**src/hw/rtl/ejsa_pkg.sv**
```systemverilog
`timescale 1ns / 1ps
// ----------------------------------------------------------------------------
// ejsa_pkg
// shared types and constants of the element-by-element jacobi accumulator
// ----------------------------------------------------------------------------
package ejsa_pkg;

	localparam int MAX_EQUATIONS = 4096;
	localparam int ADDR_BITS     = $clog2(MAX_EQUATIONS);
	localparam int INDEX_BITS    = 13;
	localparam int VALUE_BITS    = 32;
	localparam int FRAC_BITS     = 16;
	localparam int PROD_BITS     = 2 * VALUE_BITS;

	typedef enum logic [1:0] {
		OP_CLEAR = 2'd0,
		OP_LOAD  = 2'd1,
		OP_APPLY = 2'd2,
		OP_READ  = 2'd3
	} op_t;

	typedef enum logic [2:0] {
		ST_SWEEP,
		ST_IDLE,
		ST_DECODE,
		ST_MUL,
		ST_ROUND,
		ST_ACC,
		ST_RESULT
	} state_t;

	// controller to datapath
	typedef struct packed {
		logic capture;    // take the request from the ports
		logic sweep;      // clear one written mark
		logic clear_ovf;  // drop the sticky overflow flag
		logic load_wr;    // write the input entry
		logic mul;        // form the raw product
		logic round;      // round and saturate the product
		logic acc;        // add into the result entry and write back
		logic emit;       // present a read result
	} cmd_t;

	// datapath to controller
	typedef struct packed {
		op_t  op;
		logic live;
		logic sweep_last;
	} status_t;

endpackage

```
**src/hw/rtl/ejsa_ctrl.sv**
```systemverilog
`timescale 1ns / 1ps
// ----------------------------------------------------------------------------
// ejsa_ctrl
// request sequencer: decodes each request and steps the datapath through it
// ----------------------------------------------------------------------------
module ejsa_ctrl import ejsa_pkg::*; (
	input  logic    clk,
	input  logic    arst_n,
	input  logic    start,
	input  status_t status,
	output logic    busy,
	output cmd_t    cmd
);

	state_t state_q;
	state_t state_d;

	always_ff @(posedge clk or negedge arst_n) begin
		if (!arst_n) begin
			state_q <= ST_SWEEP;
		end else begin
			state_q <= state_d;
		end
	end

	always_comb begin
		state_d = state_q;
		cmd     = '0;
		busy    = 1'b1;
		case (state_q)
			ST_SWEEP: begin
				cmd.sweep = 1'b1;
				if (status.sweep_last) begin
					state_d = ST_IDLE;
				end
			end
			ST_IDLE: begin
				busy = 1'b0;
				if (start) begin
					cmd.capture = 1'b1;
					state_d     = ST_DECODE;
				end
			end
			ST_DECODE: begin
				case (status.op)
					OP_CLEAR: begin
						cmd.clear_ovf = 1'b1;
						state_d       = ST_SWEEP;
					end
					OP_LOAD: begin
						cmd.load_wr = status.live;
						state_d     = ST_IDLE;
					end
					OP_APPLY: begin
						state_d = status.live ? ST_MUL : ST_IDLE;
					end
					OP_READ: begin
						state_d = ST_RESULT;
					end
					default: begin
						state_d = ST_IDLE;
					end
				endcase
			end
			ST_MUL: begin
				cmd.mul = 1'b1;
				state_d = ST_ROUND;
			end
			ST_ROUND: begin
				cmd.round = 1'b1;
				state_d   = ST_ACC;
			end
			ST_ACC: begin
				cmd.acc = 1'b1;
				state_d = ST_IDLE;
			end
			ST_RESULT: begin
				cmd.emit = 1'b1;
				state_d  = ST_IDLE;
			end
			default: begin
				state_d = ST_IDLE;
			end
		endcase
	end

endmodule

```
**config.mk**
```make
export PLATFORM = sky130hd
export DESIGN_NAME = ejsa_ctrl
export DESIGN_NICKNAME = d
export VERILOG_FILES = /design/src/hw/rtl/ejsa_pkg.sv /design/src/hw/rtl/ejsa_ctrl.sv
export SDC_FILE = /design/constraint.sdc
export NUM_CORES = 1
export LEC_CHECK = 0
export BUFFER_PORTS_ARGS = -buffer_cell sky130_fd_sc_hd__clkbuf_2
export CORE_AREA = 2 2 39 41
export DETAILED_ROUTE_END_ITERATION = 16
export DIE_AREA = 0 0 41 43
export HOLD_SLACK_MARGIN = 0.03
export PLACE_DENSITY_LB_ADDON = 0.12
export REMOVE_ABC_BUFFERS = 1
export SYNTH_ARGS = -nofsm -noshare
export SYNTH_HDL_FRONTEND = slang
export SYNTH_SLANG_ARGS = --single-unit
```
**constraint.sdc**
```tcl
create_clock -name clk -period 2.2 [get_ports clk]
set_input_delay 0.55 -clock clk [delete_from_list [all_inputs] [get_ports clk]]
set_output_delay 0.55 -clock clk [all_outputs]
set_load 0.03 [all_outputs]
```
Word level (Yosys, flattened, before mapping) --
Cells that the tools add are included.
Cells by class: equal/unequal tests 11, reductions and logical operators 3, multiplexer cells 16
Operators by type and width (number):
- $pmux W3 S5 | 1
- $pmux W3 S4 | 1
- $mux W1 | 10
- $eq A3 B3 Y1 const B | 3
- $eq A3 B2 Y1 const B | 2
- $mux W3 | 2
- $eq A2 B2 Y1 const B | 2
- $mux W2 | 2
- $ne A2 B2 Y1 const B | 2
- $eq A3 B1 Y1 const B | 1
- $logic_not A3 Y1 | 1
- $eq A2 B1 Y1 const B | 1
- $logic_not A2 Y1 | 1
- $reduce_and A2 Y1 | 1
Word-level totals: output and inout port bits 9, bits of input ports 7, register bits 3, logic and storage cells 31

Logic depth before layout (Yosys ltp) --
Gate-level depths: netlist of run 1.
depth after elaboration 3, mapped depth 4, mapped depth without buffers 4

Worst setup path after synthesis of run 1 --
OpenSTA, ideal clock, no wires.
path kind input to output, from in status[2] (netlist bit), to out cmd[5] (netlist bit), cell stages on the path 3, path buffers 0, path slack 0.154 ns, data required time 1.650 ns, arrival time 1.496 ns, cell sequence inv_1 -> ha_1 -> nor3b_1
RTL lines:
- start, declared | line ejsa_ctrl.sv:10 | input status_t status,
- end, declared | line ejsa_ctrl.sv:12 | output cmd_t cmd

==> impl_metrics.py, run 1 <==
metrics = {
    "timing": {
        "final_max_slew_viol_count": 0,
        "setup_viol_count_final": 0,
        "period_share": 0.857,
        "fin_crit_ps": 1890,
        "maxSlewHeadroom": 0.830,
        "hold_violations": 0,
        "setup_ws_ps": 315,
        "fin_skew_ps": 5.85,
        "tightest_slew_ps": 255,
        "hold_ws_ps": 91.5,
        "fmax_mhz": 530,
        "tns_ps": 0,
        "rsz0062_at_grt": "no",
    },
    "die": {
        "start_util": 0.205,
        "core.rowCount": 14,
        "dieArea_mm2": 0.00176,
        "die_w_um": 41,
        "die_y_um": 43,
        "pin_count": 16,
        "core_mm2": 0.00138,
    },
    "setup_path": {
        "crit_path_start_kind": "flop",
        "critPathKind": "flop to output port",
        "cp.required_ps": 1650,
        "cp_max_fo": 9,
        "crit_family": "flip-flops",
        "cp_cell_sequence": "nand2b_1, nor3b_1, clkbuf_2",
        "crit_path_max_incr_delay_ps": 450,
        "critPathArrivalTime_ps": 1340,
        "crit_buf_inv": 1,
        "critPathSlowestCell": "dfrtp_1",
        "worstSetupEndpointType": "output port",
    },
    "global_routing": {
        "antenna_found_initial": 0,
        "overflow": 0,
        "grt_pass1_wl_um": 1160,
        "grt_max_degree": 10,
        "grtUsageTotal": 0.105,
        "grt_pass1_vias": 300,
    },
    "clocking": {
        "clockBufferDepth": 2,
        "clkTransAtPathRegs_ps": 40,
        "cts-hold-fix-buffers": 0,
        "root_buffer": "clkbuf_4",
        "cts_resized": 0,
        "h-tree-depth": 1,
        "cts.sinks": 3,
        "numCtsBuffers": 3,
        "post_cts_buffers": 0,
        "clock_latency_ps": 240,
        "cts_tree": "yes",
    },
    "finish": {
        "area_delta_synth_final_pct": 40.1,
        "drive_gt1_frac": 0.388,
        "antenna_cells": 0,
        "top_regs": "state_q x3",
        "utilization": 0.288,
        "largest_reg_flops": 3,
        "regMostFlops": "state_q",
        "fin_nets": 62,
    },
    "drt": {
        "detail-route-antenna-nets": 0,
        "wl_um": 680,
        "vias": 289,
        "drtIter0Drc": 3,
        "drc_errors": 0,
        "first_pass_iters": 2,
        "avgRoutedWirePerCell_um": 10.5,
        "vias_per_cell": 4.45,
    },
    "yosys": {
        "yosysSeqAreaShare": 0.264,
        "synthCells": 31,
        "synth-seq-cells": 3,
        "synth_area_um2": 284,
        "yosysUniqueCellTypes": 17,
        "avgSynthCellArea_um2": 9.16,
        "ys_warn_count": 0,
    },
    "job": {
        "cap_violations": 0,
    },
    "pwr": {
        "pwr-share-seq": 0.258,
        "p_sw_w": 0.000275,
        "vdd_drop_max_v": 0.000253,
        "p_leak_nw": 0.207,
        "p_int_w": 0.000253,
        "p_sw_frac": 0.521,
        "clkPwrFrac": 0.194,
        "power_w": 0.000528,
        "pwr_density_cell_mw_per_mm2": 1330,
        "p_comb_frac": 0.547,
    },
    "run_status": {
        "status": "finished, final reports clean",
    },
    "hold_path": {
        "hp-class": "input port to async pin",
    },
    "place": {
        "place.gp.congestion": 0.656,
        "portBuffers": 15,
        "hpwl_um": 520,
        "place_ws_ps": 338,
    },
}
-- synth_stat cells --
cell type,instances,area (um^2)
dfrtp_1,3,75.1
nor2_1,2,7.51
and3_1,1,6.26
and4bb_2,1,12.5
inv_1,3,11.3
nand2_1,1,3.75
nor3_1,2,10.0
ha_1,5,62.6
buf_4,1,7.51
o21bai_1,2,15.0
mux2i_1,1,10.0
o21ai_0,1,5.00
nand2b_1,3,18.8
o221ai_1,1,8.76
or4b_1,1,10.0
a21oi_1,1,5.00
nor3b_1,2,15.0
-- metal layers --
layer / up-vias / track usage / wire, um
li1: 143 / - / -
met1: 131 / 0.115 / 265
met2: 11 / 0.141 / 337
met3: 4 / 0.0157 / 35
met4: 0 / 0.140 / 42
met5: - / 0 / 0
-- worst register-to-register path, cell delays in order (launching register included) --
cell      delay [ps]
dfrtp_1          450
or4b_1           540
o21bai_1         140
-- cell families after synthesis --
| group | count (synthesis) | share of synthesized area |
|---|---|---|
| muxes | 1 | 0.0352 |
| buffers and inverters | 4 | 0.0661 |
| AOI/OAI and AO/OA | 5 | 0.119 |
| DFF | 3 | 0.264 |
| and+or+nand+nor | 13 | 0.295 |
| adders and majority gates | 5 | 0.220 |
-- layout make-up --
type                    count  area (um^2)
well taps                  16         20.0
flip-flops and latches      3         75.1
repair buffers             15         75.1
clock buffers               4         26.3
inverters                   3         11.3
multi-input cells          24          190
fillers                   163          986
-- cells in the final DEF, fill, tap and decap left out --
cell type	Yosys	layout
a21oi_1	1	1
and3_1	1	1
and4bb_2	1	1
clkbuf_1	0	1
clkbuf_2	0	15
clkbuf_4	0	3
dfrtp_1	3	3
ha_1	5	5
inv_1	3	3
mux2i_1	1	1
nand2_1	1	1
nand2b_1	3	3
nor2_1	2	2
nor3_1	2	2
nor3b_1	2	2
o21ai_0	1	1
o21bai_1	2	2
o221ai_1	1	1
or4b_1	1	1
-- final timing paths --
check | startpoint | endpoint | slack (ps) | cells past startpoint
worst min register to register | state_q[2]$_DFFE_PN0P_ | state_q[2]$_DFFE_PN0P_ | 610 | 1
worst max-delay path | state_q[0]$_DFFE_PN0P_ | cmd[5] | 310 | 3
worst min-delay path | arst_n | state_q[0]$_DFFE_PN0P_ | 90 | 1
min in group clk | start | state_q[0]$_DFFE_PN0P_ | 580 | 2
max in group asynchronous | arst_n | state_q[2]$_DFFE_PN0P_ | 2000 | 1
worst max register to register | state_q[2]$_DFFE_PN0P_ | state_q[1]$_DFFE_PN0P_ | 1000 | 2
-- per-stage QoR --
stage | cells | area (um^2)
after floorplan | 30 | 277
after global placement | 61 | 372
after detailed placement | 61 | 372
after CTS | 65 | 398
after global routing | 65 | 398
final | 65 | 398
-- power groups by stage --
stage	sequential (W)	clock, W	combinational, W
floorplan	0.000120	0	0.000220
global placement	0.000139	0	0.000291
detailed placement	0.000137	0	0.000293
CTS	0.000137	0.000105	0.000294
global route	0.000146	0.000112	0.000316
finish	0.000137	0.000103	0.000289
No activity file was read; power rests on OpenSTA's default activity.
==> run 2: changes to the inputs <==
ABC_AREA = 1   (was default)
==> run 2 against run 1 <==
Effect of this change:
- area after synthesis rose by 15%
- critical path depth rose by 1
- power fell by 2.3%
- routed wire length fell by 6.6%
- synthesized cell count rose by 52%
- cell count rose by 25%
- highest routed layer is now met3
- clock power fell by 4%
- utilization rose by 2.8 points
- combinational power rose by 3%
- largest power group unchanged
- cell area rose by 9.7%
- flip-flop and latch count did not move
- sequential share of layout area fell by 1.7 points
==> impl_metrics.py, run 2 <==
metrics = {
    "run_status": {
        "status": "finished, final reports clean",
    },
    "timing": {
        "maxSlewHeadroom": 0.798,
        "final_max_slew_viol_count": 0,
        "setup_viol_count_final": 0,
        "fin_skew_ps": 1.04,
        "period_share": 0.834,
        "fmax_mhz": 545,
        "tightest_slew_ps": 303,
        "hold_violations": 0,
        "tns_ps": 0,
        "rsz0062_at_grt": "no",
        "fin_crit_ps": 1830,
    },
    "global_routing": {
        "grt_pass1_vias": 289,
        "antenna_found_initial": 0,
        "grt_pass1_wl_um": 1100,
        "grt_max_degree": 9,
        "overflow": 0,
        "grtUsageTotal": 0.0965,
    },
    "yosys": {
        "synthArstFlopShare": 1.00,
        "synth.most_common_cell": "inv_1",
        "synth_top_area_frac": 0.230,
        "synth-seq-cells": 3,
        "synthCells": 47,
        "ys_warn_count": 0,
        "yosysSeqAreaShare": 0.230,
        "synth.largest_area_cell": "dfrtp_1",
        "avgSynthCellArea_um2": 6.95,
        "synth_area_leaders": "dfrtp_1 23%, ha_1 19%, inv_1 11%",
        "synth-edff-count": 0,
        "ys_top_cells_by_count": "10 x inv_1, 9 x nand2_1, 8 x nor2_1",
        "yosysUniqueCellTypes": 15,
        "synth_flop_cell": "dfrtp_1",
        "synth_area_um2": 327,
    },
    "setup_path": {
        "crit_buf_inv": 2,
        "critPathKind": "flop to output port",
        "crit_family": "flip-flops",
        "cp_max_fo": 8,
        "worstSetupEndpointType": "output port",
        "critPathArrivalTime_ps": 1280,
        "cp_cell_sequence": "nor3_4, inv_1, nor2_1, clkbuf_2",
        "crit_path_max_incr_delay_ps": 470,
        "critPathSlowestCell": "dfrtp_1",
        "cp.required_ps": 1650,
        "crit_path_start_kind": "flop",
    },
    "die": {
        "dieArea_mm2": 0.00176,
        "core_mm2": 0.00138,
        "die_w_um": 41,
        "die_y_um": 43,
        "pin_count": 16,
        "start_util": 0.236,
        "core.rowCount": 14,
    },
    "drt": {
        "detail-route-antenna-nets": 0,
        "drc_errors": 0,
        "vias": 320,
        "avgRoutedWirePerCell_um": 7.84,
        "first_pass_iters": 2,
        "vias_per_cell": 3.95,
        "wl_um": 635,
        "drtIter0Drc": 2,
    },
    "finish": {
        "top_regs": "state_q x3",
        "fill_cells": 154,
        "antenna_cells": 0,
        "layout_common_cells": "15 x clkbuf_2, 10 x inv_1, 9 x nand2_1",
        "area_delta_synth_final_pct": 33.7,
        "mostFrequentLayoutCell": "clkbuf_2",
        "largest_reg_flops": 3,
        "regMostFlops": "state_q",
        "fin_nets": 78,
        "final_area_um2": 437,
        "drive_gt1_frac": 0.338,
    },
    "hold_path": {
        "hp-class": "input port to async pin",
    },
    "clocking": {
        "clkTransAtPathRegs_ps": 40,
        "cts.sinks": 3,
        "clockBufferDepth": 2,
        "h-tree-depth": 1,
        "cts_tree": "yes",
        "cts_resized": 0,
        "clock_latency_ps": 230,
        "post_cts_buffers": 0,
        "cts-hold-fix-buffers": 0,
        "root_buffer": "clkbuf_4",
        "numCtsBuffers": 3,
    },
    "pwr": {
        "p_leak_nw": 0.264,
        "pwr_density_cell_mw_per_mm2": 1180,
        "vdd_drop_max_v": 0.000330,
    },
    "place": {
        "hpwl_um": 527,
        "portBuffers": 15,
        "postPlaceCellArea_um2": 410,
        "place.gp.congestion": 0.624,
    },
    "job": {
        "cap_violations": 0,
    },
}
run 2: cell count changes after synthesis, sizes merged, moves of 2 or more:
| cell | previous run | this run |
|---|---|---|
| inv | 3 | 12 |
| nand2 | 1 | 9 |
| nor2 | 2 | 8 |
| nand2b | 3 | 0 |
| nand3 | 0 | 2 |
| nor3b | 2 | 0 |
| o21bai | 2 | 0 |
run 2: report_power, final:
group,internal (W),switching [W]
sequential,0.0000788,0.0000410
clock,0.0000681,0.0000307
combinational,0.0000938,0.000204
run 2: worst reg2reg max path, stage by stage (launching register included):
cell     delay, ps
dfrtp_1        450
inv_2          130
nand3_2        120
nor2_1         130
nor2_1          50
nor2_1          90
run 2: metrics by stage:
stage          utilization  hold slack (ps)  setup WS (ps)  power (W)  std cells
3_3_place_gp         0.297              350            397   0.000430         77
4_1_cts              0.316             97.3            346   0.000525         81
5_1_grt              0.316             91.4            247   0.000562         81
3_5_place_dp         0.297              349            394   0.000423         77
6_report             0.316              101            366   0.000516         81
2_1_floorplan            -              254            374   0.000344         46
run 2: logic make-up (layout without fill, tap and decap cells):
logic type	Yosys count	count (layout)	share of synthesized area
adder cells (fa/ha/maj)	5	5	0.192
buffers and inverters	13	31	0.172
AO/OA/AOI/OAI	3	3	0.0613
flip-flops	3	3	0.230
AND/OR/NAND/NOR	23	23	0.345
run 2: routing by layer:
metal	wire length (um)	part of all wire	vias up	global-route usage
li1	-	-	177	-
met1	300	0.47	131	0.123
met2	284	0.45	12	0.125
met3	49	0.077	0	0.0314
met4	0	0	0	0.0800
met5	0	0	-	0
run 2: worst paths after layout:
kind | slack [ps] | startpoint | cells past startpoint | end
min in group clk | 620 | start | 4 | state_q[0]$_DFFE_PN0P_
max in group asynchronous | 1990 | arst_n | 1 | state_q[0]$_DFFE_PN0P_
worst max register to register | 1170 | state_q[2]$_DFFE_PN0P_ | 5 | state_q[1]$_DFFE_PN0P_
worst min-delay path | 100 | arst_n | 1 | state_q[1]$_DFFE_PN0P_
worst min register to register | 640 | state_q[0]$_DFFE_PN0P_ | 2 | state_q[2]$_DFFE_PN0P_
worst max-delay path | 370 | state_q[1]$_DFFE_PN0P_ | 4 | cmd[7]
run 2: layout make-up:
cell class | count | area [um^2] | share of cell area
Multi-Input combinational cell | 31 | 195 | 0.447
Clock buffer | 4 | 26.3 | 0.0602
Inverter | 12 | 45.0 | 0.103
Sequential cell | 3 | 75.1 | 0.172
Tap cell | 16 | 20.0 | 0.0458
Timing Repair Buffer | 15 | 75.1 | 0.172
==> run 3: changes to the inputs <==
clock period = 1.8 ns   (was 2.2 ns; I/O delays follow)
==> run 3 against run 2 <==
Effect of this change:
- sequential power grew 25%
- first-iteration DRC count is the same
- critical endpoint unchanged
- critical path depth is the same
- combinational power grew 23%
- clock skew is essentially flat
- critical path type unchanged
- cell area grew 2.9%
==> impl_metrics.py, run 3 (synthesis results as in run 2) <==
metrics = {
    "finish": {
        "regMostFlops": "state_q",
        "antenna_cells": 0,
        "largest_reg_flops": 3,
        "fill_cells": 155,
        "fin_nets": 79,
        "area_delta_synth_final_pct": 37.5,
        "drive_gt1_frac": 0.364,
        "top_regs": "state_q x3",
        "mostFrequentLayoutCell": "clkbuf_2",
        "layout_common_cells": "14 x clkbuf_2, 10 x inv_1, 9 x nand2_1",
    },
    "global_routing": {
        "grt_max_degree": 9,
        "use_met3": 0.0314,
        "busiest_layer": "met2",
        "overflow": 0,
        "grtUsageTotal": 0.0975,
        "antenna_found_initial": 0,
        "grt_use_met1": 0.123,
        "grt_pass1_vias": 295,
        "globalRouteMet2Util": 0.128,
        "grt_pass1_wl_um": 1110,
    },
    "job": {
        "cap_violations": 0,
    },
    "timing": {
        "fin_crit_ps": 1690,
        "hold_violations": 0,
        "period_share": 0.937,
        "maxSlewHeadroom": 0.887,
        "final_max_slew_viol_count": 0,
        "fmax_mhz": 593,
        "hold_ws_ps": 518,
        "tns_ps": 0,
        "tightest_slew_ps": 169,
        "setup_viol_count_final": 0,
        "rsz0062_at_grt": "no",
        "fin_skew_ps": 1.29,
    },
    "die": {
        "die_w_um": 41,
        "core.rowCount": 14,
        "core_mm2": 0.00138,
        "dieArea_mm2": 0.00176,
        "die_y_um": 43,
        "pin_count": 16,
        "start_util": 0.236,
    },
    "pwr": {
        "p_leak_nw": 0.266,
        "vdd_drop_max_v": 0.000409,
        "pwr_density_cell_mw_per_mm2": 1420,
    },
    "setup_path": {
        "cp-endpoint": "cmd[7]",
        "ff2ff_path_depth": 5,
        "cp.required_ps": 1350,
        "critPathArrivalTime_ps": 1240,
        "critPathKind": "flop to output port",
        "crit_start": "state_q[1]$_DFFE_PN0P_",
        "cp_max_fo": 8,
        "reg2reg_to": "state_q[1]$_DFFE_PN0P_",
        "rr_startpoint": "state_q[2]$_DFFE_PN0P_",
        "r2r_slack_ps": 800,
        "crit_path_start_kind": "flop",
        "worstSetupEndpointType": "output port",
    },
    "drt": {
        "wl_um": 639,
        "drtIter0Drc": 2,
        "vias_per_cell": 3.95,
        "first_pass_iters": 2,
        "drc_errors": 0,
        "vias": 324,
        "avgRoutedWirePerCell_um": 7.79,
        "detail-route-antenna-nets": 0,
    },
    "clocking": {
        "numCtsBuffers": 3,
        "clock_latency_ps": 230,
        "cts.sinks": 3,
        "root_buffer": "clkbuf_4",
        "clkTransAtPathRegs_ps": 40,
        "cts_tree": "yes",
        "clockBufferDepth": 2,
        "h-tree-depth": 1,
        "post_cts_buffers": 0,
    },
    "run_status": {
        "status": "finished, final reports clean",
    },
    "place": {
        "hpwl_um": 527,
        "portBuffers": 15,
        "place.gp.congestion": 0.624,
    },
    "hold_path": {
        "hp-class": "input port to flop",
    },
}
-- run 3: worst max-delay path, stage by stage (launching register included) --
cell and delay (ps):
dfrtp_2 460, nor3_4 200, inv_1 70, nor2_1 70
buf_2 190
-- run 3: metal layers --
metal	part of all wire	wire length (um)
met2	0.44	284
met4	0	0
met1	0.48	305
met5	0	0
met3	0.077	49
-- run 3: worst min-delay path by stage --
stage,cells after the start,startpoint,end
floorplan,0,arst_n,state_q[0]$_DFFE_PN0P_
global placement,1,arst_n,state_q[1]$_DFFE_PN0P_
detailed placement,1,arst_n,state_q[0]$_DFFE_PN0P_
CTS,4,start,state_q[0]$_DFFE_PN0P_
global route,4,start,state_q[0]$_DFFE_PN0P_
finish,4,start,state_q[0]$_DFFE_PN0P_
-- run 3: what timing repair did --
| item | in CTS | in global routing |
|---|---|---|
| endpoints found under the hold margin | 3 | 0 |
| gates resized for setup | 0 | 3 |
| hold buffers | 1 | 0 |
| endpoints found under the setup margin | 0 | 3 |
-- run 3: power breakdown --
part / internal, W / switching, W / leakage (nW)
Sequential: 0.0000997 / 0.0000503 / 0.0349
Combinational: 0.000117 / 0.000249 / 0.216
Clock: 0.0000832 / 0.0000373 / 0.0150
Total: 0.000300 / 0.000337 / 0.266
-- run 3: cell type report --
type	count	area (um^2)	area share
clock buffers	4	26.3	0.0585
inverters	12	45.0	0.100
well taps	16	20.0	0.0446
multi-input cells	31	195	0.435
flip-flops and latches	3	77.6	0.173
repair buffers	16	85.1	0.189
-- run 3: metrics by stage --
stage | cell area [um^2] | instances | total power, W | util | setup WS (ps)
after CTS | 447 | 82 | 0.000643 | 0.323 | 45.9
after global routing | 449 | 82 | 0.000695 | 0.325 | 0.513
final | 449 | 82 | 0.000637 | 0.325 | 113
after global placement | 410 | 77 | 0.000526 | 0.297 | 197
after floorplan | 315 | 46 | 0.000420 | - | 73.9
after detailed placement | 410 | 77 | 0.000517 | 0.297 | 194
